<file path="src/rtl/core/hgpp_div_pipe.sv">
// pipelined restoring divider, one quotient bit per stage
`timescale 1ns / 1ps
module hgpp_div_pipe #(
  parameter int NW = 26,
  parameter int DW = 22
) (
  input  logic          clk,
  input  logic          en,
  input  logic [NW-1:0] num,
  input  logic [DW-1:0] div,
  output logic [NW-1:0] quo,
  output logic [DW-1:0] rem
);

  logic [NW-1:0] nq [0:NW];
  logic [DW-1:0] rm [0:NW];

  assign nq[0] = num;
  assign rm[0] = '0;

  for (genvar i = 0; i < NW; i++) begin : g_step
    logic [DW:0] t;
    logic [DW:0] diff;
    logic        ge;
    always_comb begin
      t    = {rm[i], nq[i][NW-1]};
      diff = t - {1'b0, div};
      ge   = (t >= {1'b0, div});
    end
    always_ff @(posedge clk) begin
      if (en) begin
        nq[i+1] <= {nq[i][NW-2:0], ge};
        rm[i+1] <= ge ? diff[DW-1:0] : t[DW-1:0];
      end
    end
  end

  assign quo = nq[NW];
  assign rem = rm[NW];

endmodule

</file>
<file path="config.mk">
export PLATFORM = sky130hd
export DESIGN_NAME = hgpp_div_pipe
export DESIGN_NICKNAME = d
export VERILOG_FILES = /design/src/rtl/core/hgpp_div_pipe.sv
export SDC_FILE = /design/constraint.sdc
export NUM_CORES = 2
export LEC_CHECK = 0
export ABC_CLOCK_PERIOD_IN_PS = 4700
export BUFFER_PORTS_ARGS = -buffer_cell sky130_fd_sc_hd__buf_2
export CELL_PAD_IN_SITES_DETAIL_PLACEMENT = 1
export CELL_PAD_IN_SITES_GLOBAL_PLACEMENT = 1
export CORE_AREA = 2 2 596 302
export DETAILED_ROUTE_END_ITERATION = 10
export DIE_AREA = 0 0 598 304
export HOLD_SLACK_MARGIN = 0.02
export PLACE_DENSITY_LB_ADDON = 0.05
export SLEW_MARGIN = 20
export SYNTH_ARGS = -nofsm -noshare
export SYNTH_HDL_FRONTEND = slang
export SYNTH_SLANG_ARGS = --single-unit
</file>
<file path="constraint.sdc">
create_clock -name clk -period 4.7 [get_ports clk]
set_input_delay 0.47 -clock clk [delete_from_list [all_inputs] [get_ports clk]]
set_output_delay 0.47 -clock clk [all_outputs]
set_load 0.1 [all_outputs]
</file>
== Word level (Yosys, flattened, before mapping) ==
Cells that the tools add are included.

* Magnitude comparators: 26
* $add $sub $neg: 26
* Mux-type cells: 26

{| class="wikitable"
|+ Operators by type and width
! operator !! number
|-
| >= comparator 23 x 22 -> 1 bit || 25
|-
| two-way mux 22 bit || 25
|-
| subtractor 22 bit || 25
|-
| >= comparator 1 x 22 -> 1 bit || 1
|-
| subtractor 1 x 22 -> 22 bit || 1
|-
| two-way mux 1 bit || 1
|}

* Flip-flop bits (word level): 1248
* Output and inout bits: 48
* Word-level logic and storage cells: 131

== Depth between registers and ports, before layout ==
* Depth after elaboration: 2
* Depth in mapped cells: 14

== Worst setup path after synthesis ==
OpenSTA, ideal clock, no wires.

* Path kind: input to register
* Start point: input div[1]
* End point: register rm, in the netlist g_step[3].t[16], data pin
* Arrival time: 4.524 ns
* Setup slack: -0.083 ns
* Buffers on the path: 1
* Stages: 12
* Required time: 4.440 ns
* Library setup time: 0.260 ns
* Cells stage by stage: inv_1 -> ha_1 -> nor2b_1 -> o21ai_1 -> a21o_1 -> a21oi_2 -> a2111oi_4 -> o31a_1 -> o21ai_1 -> a2111oi_4 -> buf_6 -> mux2_2

* Word-level cells in the longest chain between the ends: 2

{| class="wikitable"
|+ Ends and longest elaborated chain
! what !! RTL line !! source
|-
| from (decl) || 10 || <nowiki>input logic [DW-1:0] div,</nowiki>
|-
| subtractor 22 bit or >= comparator 23 x 22 -> 1 bit (tied branches) || 27, 28 ||
|-
| two-way mux 22 bit * || 33 || <nowiki>rm[i+1] <= ge ? diff[DW-1:0] : t[DW-1:0];</nowiki>
|-
| to (signal, indexed assignment) || 33 ||
|-
| to (decl) || 16 || <nowiki>logic [DW-1:0] rm [0:NW];</nowiki>
|}

Mark *: on every way between the ends. The rest lies on a longest branch, timed or not.
A chain may end at the register's enable or synchronous reset.

== Worst setup path after layout ==
* Start point: register rm, in the netlist g_step[11].t[3]
* End point: register rm, in the netlist g_step[12].t[17], data pin

* Word-level cells in the longest chain between the ends: 2

{| class="wikitable"
|+ Ends and longest elaborated chain
! what !! RTL line
|-
| subtractor 22 bit or >= comparator 23 x 22 -> 1 bit (tied branches) || 27, 28
|-
| two-way mux 22 bit * || 33
|}

Marked as above.

==> flow_metrics.env <==
export IMPL_hold_path_class="in2reg"
export IMPL_cell_internal_pwr_mw=35.20
export IMPL_synth_seq_cells=1248
export IMPL_hpwlAfterDp_mm=148.4
export IMPL_initial_utilization_pct=39.54
export IMPL_gr_total_overflow=0
export IMPL_worst_path_max_delay_cell="edfxtp_1"
export IMPL_grt_max_degree=126
export IMPL_synth_ff_type="edfxtp_1"
export IMPL_first_pass_iters=5
export IMPL_fin_worst_skew_ps=23.38
export IMPL_yosysWarnings=0
export IMPL_outcome="finished clean"
export IMPL_cts_inserted_buffers=119
export IMPL_ir_drop_uv=403.2
export IMPL_antenna_cells=0
export IMPL_critical_path_top_delay_family="compound AO/OA/AOI/OAI gates"
export IMPL_dieWidth_um=598
export IMPL_ys_top_cells_by_area="edfxtp_1 53%, ha_1 9.8%, mux2_2 4.4%, a21oi_1 3.7%, xnor2_1 3.7%"
export IMPL_dp_worst_setup_slack_ps=152.0
export IMPL_report_power_total_mw=57.95
export IMPL_worstPathMaxFanout=18
export IMPL_leakagePower_nw=30.46
export IMPL_power_density_nw_per_um2=730.2
export IMPL_synth_edf_count=1248
export IMPL_crit_required_ps=5230
export IMPL_maxCapViolations=0
export IMPL_post_cts_buffers=0
export IMPL_place_inst=8261
export IMPL_wirelength_mm=200.6
export IMPL_crit_chain="ha_1 -> o21ai_0 -> a21oi_1 -> o211ai_1 -> a21oi_1 -> o21ai_0 -> o21ai_0 -> a21bo_2 -> buf_4 -> nor2_1 -> a21oi_1"
export IMPL_worstSetupStartpointType="register"
export IMPL_clock_power_share_pct=18.0
export IMPL_nFillCells=18460
export IMPL_gp_congestion=0.8631
export IMPL_period_share_pct=81.80
export IMPL_clock_sinks=1248
export IMPL_setup_ws_ps=855.4
export IMPL_yosysTopAreaCell="edfxtp_1"
export IMPL_synth_seq_area_share_pct=53.38
export IMPL_synth_top_area_share_pct=53.38
export IMPL_multi_input_area_um2=31340
export IMPL_finalHoldViolCount=0
export IMPL_final_nets=6682
export IMPL_p_sw_mw=22.75
export IMPL_grt_pass1_wl_mm=305.4
export IMPL_relSlewSlack_pct=34.59
export IMPL_first_global_vias=48150
export IMPL_final_cells=8512
export IMPL_holdWs_ps=114.9
export IMPL_insertion_delay_ps=770
export IMPL_tns_ps=0
export IMPL_cts_tree="done"
export IMPL_cts_hold_fix_buffers=25
export IMPL_clockBufferDepth=3
export IMPL_synth_cells=5759
export IMPL_drv_slew=0
export IMPL_rsz0062_at_grt="false"
export IMPL_drtIter0Drc=4082
export IMPL_critPathArrivalTime_ps=4380
export IMPL_die_area_um2=181800
export IMPL_combPwrFrac_pct=49.0
export IMPL_grtUsageTotal_pct=21.91
export IMPL_path_buf_inv=1
export IMPL_wire_per_inst_um=23.56
export IMPL_finalSetupViolCount=0
export IMPL_ctsResizeCount=0
export IMPL_switching_share_pct=39.25
export IMPL_seq_area_um2=37480
export IMPL_path_clk_slew_ps=70
export IMPL_syn_to_final_growth_pct=13.04
export IMPL_drc_errors=0
export IMPL_period_needed_ps=3845
export IMPL_pwr_share_seq_pct=33.0
export IMPL_synth_distinct_cells=95
export IMPL_cpPeakStageDelay_ps=540
export IMPL_root_buffer="clkbuf_16"
export IMPL_drt_vias_per_instance=5.627
export IMPL_syn_nets=6386
export IMPL_critical_path_class="reg2reg"
export IMPL_postRouteAntennaNets=0
export IMPL_critPathCaptureType="register"
export IMPL_coreArea_um2=177500
export IMPL_fp_row_count=110
export IMPL_die_h_um=304
export IMPL_worst_pin_slew_ps=981.1
export IMPL_syn_cell_area_um2=70210
export IMPL_antenna_found_initial=17
export IMPL_max_freq_mhz=260.1
export IMPL_async_reset_ff_share_pct=0
export IMPL_layout_drive_gt1_share_pct=14.20
export IMPL_io_pins=98
export IMPL_h_tree_depth=3
export IMPL_synth_avg_cell_area_um2=12.19
export IMPL_vias=47900
export IMPL_portBuffers=97
-- state kept, by name (all words and copies together) (netlist names) --
register and count:
rem 22, quo 26, g_step.t 575, nq 625
-- cells in the final DEF, fill, tap and decap left out, types with 23 or more instances in the layout --
master	count
a31oi_1	62
nor2b_1	63
a21o_1	235
a21boi_0	30
o21bai_1	66
nor2_1	344
edfxtp_1	1248
nand2_1	306
buf_12	41
inv_1	169
o21a_1	70
xnor2_1	293
nand2b_1	62
mux2_4	23
nor4_1	26
o21ai_0	303
nor3_1	78
mux2_2	272
clkbuf_16	120
a21oi_1	513
ha_1	552
buf_4	154
xor2_1	149
dlygate4sd3_1	25
o31a_1	27
buf_2	96
nand4_1	73
and3_1	44
nand3_1	111
a211oi_1	46
fa_1	25
o31ai_1	26
-- through the flow --
step	cell area, µm²	util (%)
2_1_floorplan	70210	-
3_3_place_gp	74940	42.21
3_5_place_dp	74950	42.21
4_1_cts	79360	44.70
5_1_grt	79360	44.70
6_report	79360	44.70
-- kinds of logic after synthesis --
logic type / after synthesis / share of synthesized area (%)
AO/OA/AOI/OAI: 1604 / 14.64
XOR/XNOR: 442 / 5.514
adder cells (fa/ha/maj): 577 / 10.55
buffers and inverters: 333 / 2.067
flip-flops: 1248 / 53.38
multiplexers: 331 / 5.402
AND/OR/NAND/NOR: 1224 / 8.453
-- worst reg2reg max path, cell delays in order, from the launching register on --
cell	delay, ps
edfxtp_1	540
ha_1	420
o21ai_0	110
a21oi_1	250
o211ai_1	180
a21oi_1	330
o21ai_0	210
o21ai_0	370
a21bo_2	510
buf_4	330
nor2_1	70
a21oi_1	300
-- synth_stat cells, types with 30 or more instances --
cell         n
a211oi_1    46
a21boi_0    30
a21o_1     235
a21oi_1    514
a31oi_1     65
and3_1      44
buf_2       35
buf_4       31
clkbuf_1    68
edfxtp_1  1248
ha_1       552
inv_1      190
mux2_2     272
nand2_1    306
nand2b_1    62
nand3_1    111
nand4_1     73
nor2_1     345
nor2b_1     63
nor3_1      78
o21a_1      70
o21ai_0    303
o21bai_1    66
xnor2_1    293
xor2_1     149
-- power groups by stage --
stage | clock network [mW] | registers [mW] | logic (mW)
floorplan | 0 | 18.7 | 20.3
global placement | 0 | 19.3 | 27.4
detailed placement | 0 | 19.3 | 28.0
CTS | 10.8 | 19.1 | 28.3
global route | 11.2 | 19.4 | 31.4
finish | 10.4 | 19.1 | 28.4
-- area by class of cell --
cell class | count | area share (%)
clock buffer | 137 | 3.864
clock inverter | 89 | 1.386
inverter | 192 | 0.9160
multi-input combinational | 4178 | 39.49
sequential | 1248 | 47.22
tap | 2352 | 3.708
timing repair buffer | 316 | 3.412
-- final timing paths --
path | slack [ps] | start | cells after the start | endpoint
worst min-delay path | 110 | num[25] | 3 | g_step[1].t[1]
worst min register to register | 410 | nq[506] | 0 | nq[481]
worst max-delay path | 860 | g_step[11].t[3] | 11 | g_step[12].t[17]
worst max register to register | 860 | g_step[11].t[3] | 11 | g_step[12].t[17]
-- routing by layer --
| metal | global-route usage, % | share of wire, % | wire length (µm) |
|---|---|---|---|
| met5 | 0 | 0.0070 | 14 |
| met4 | 3.878 | 1.6 | 3197 |
| met3 | 3.586 | 5.3 | 10690 |
| met2 | 29.72 | 39 | 78260 |
| met1 | 36.04 | 54 | 108400 |
Power figures use the tool's default switching activity.
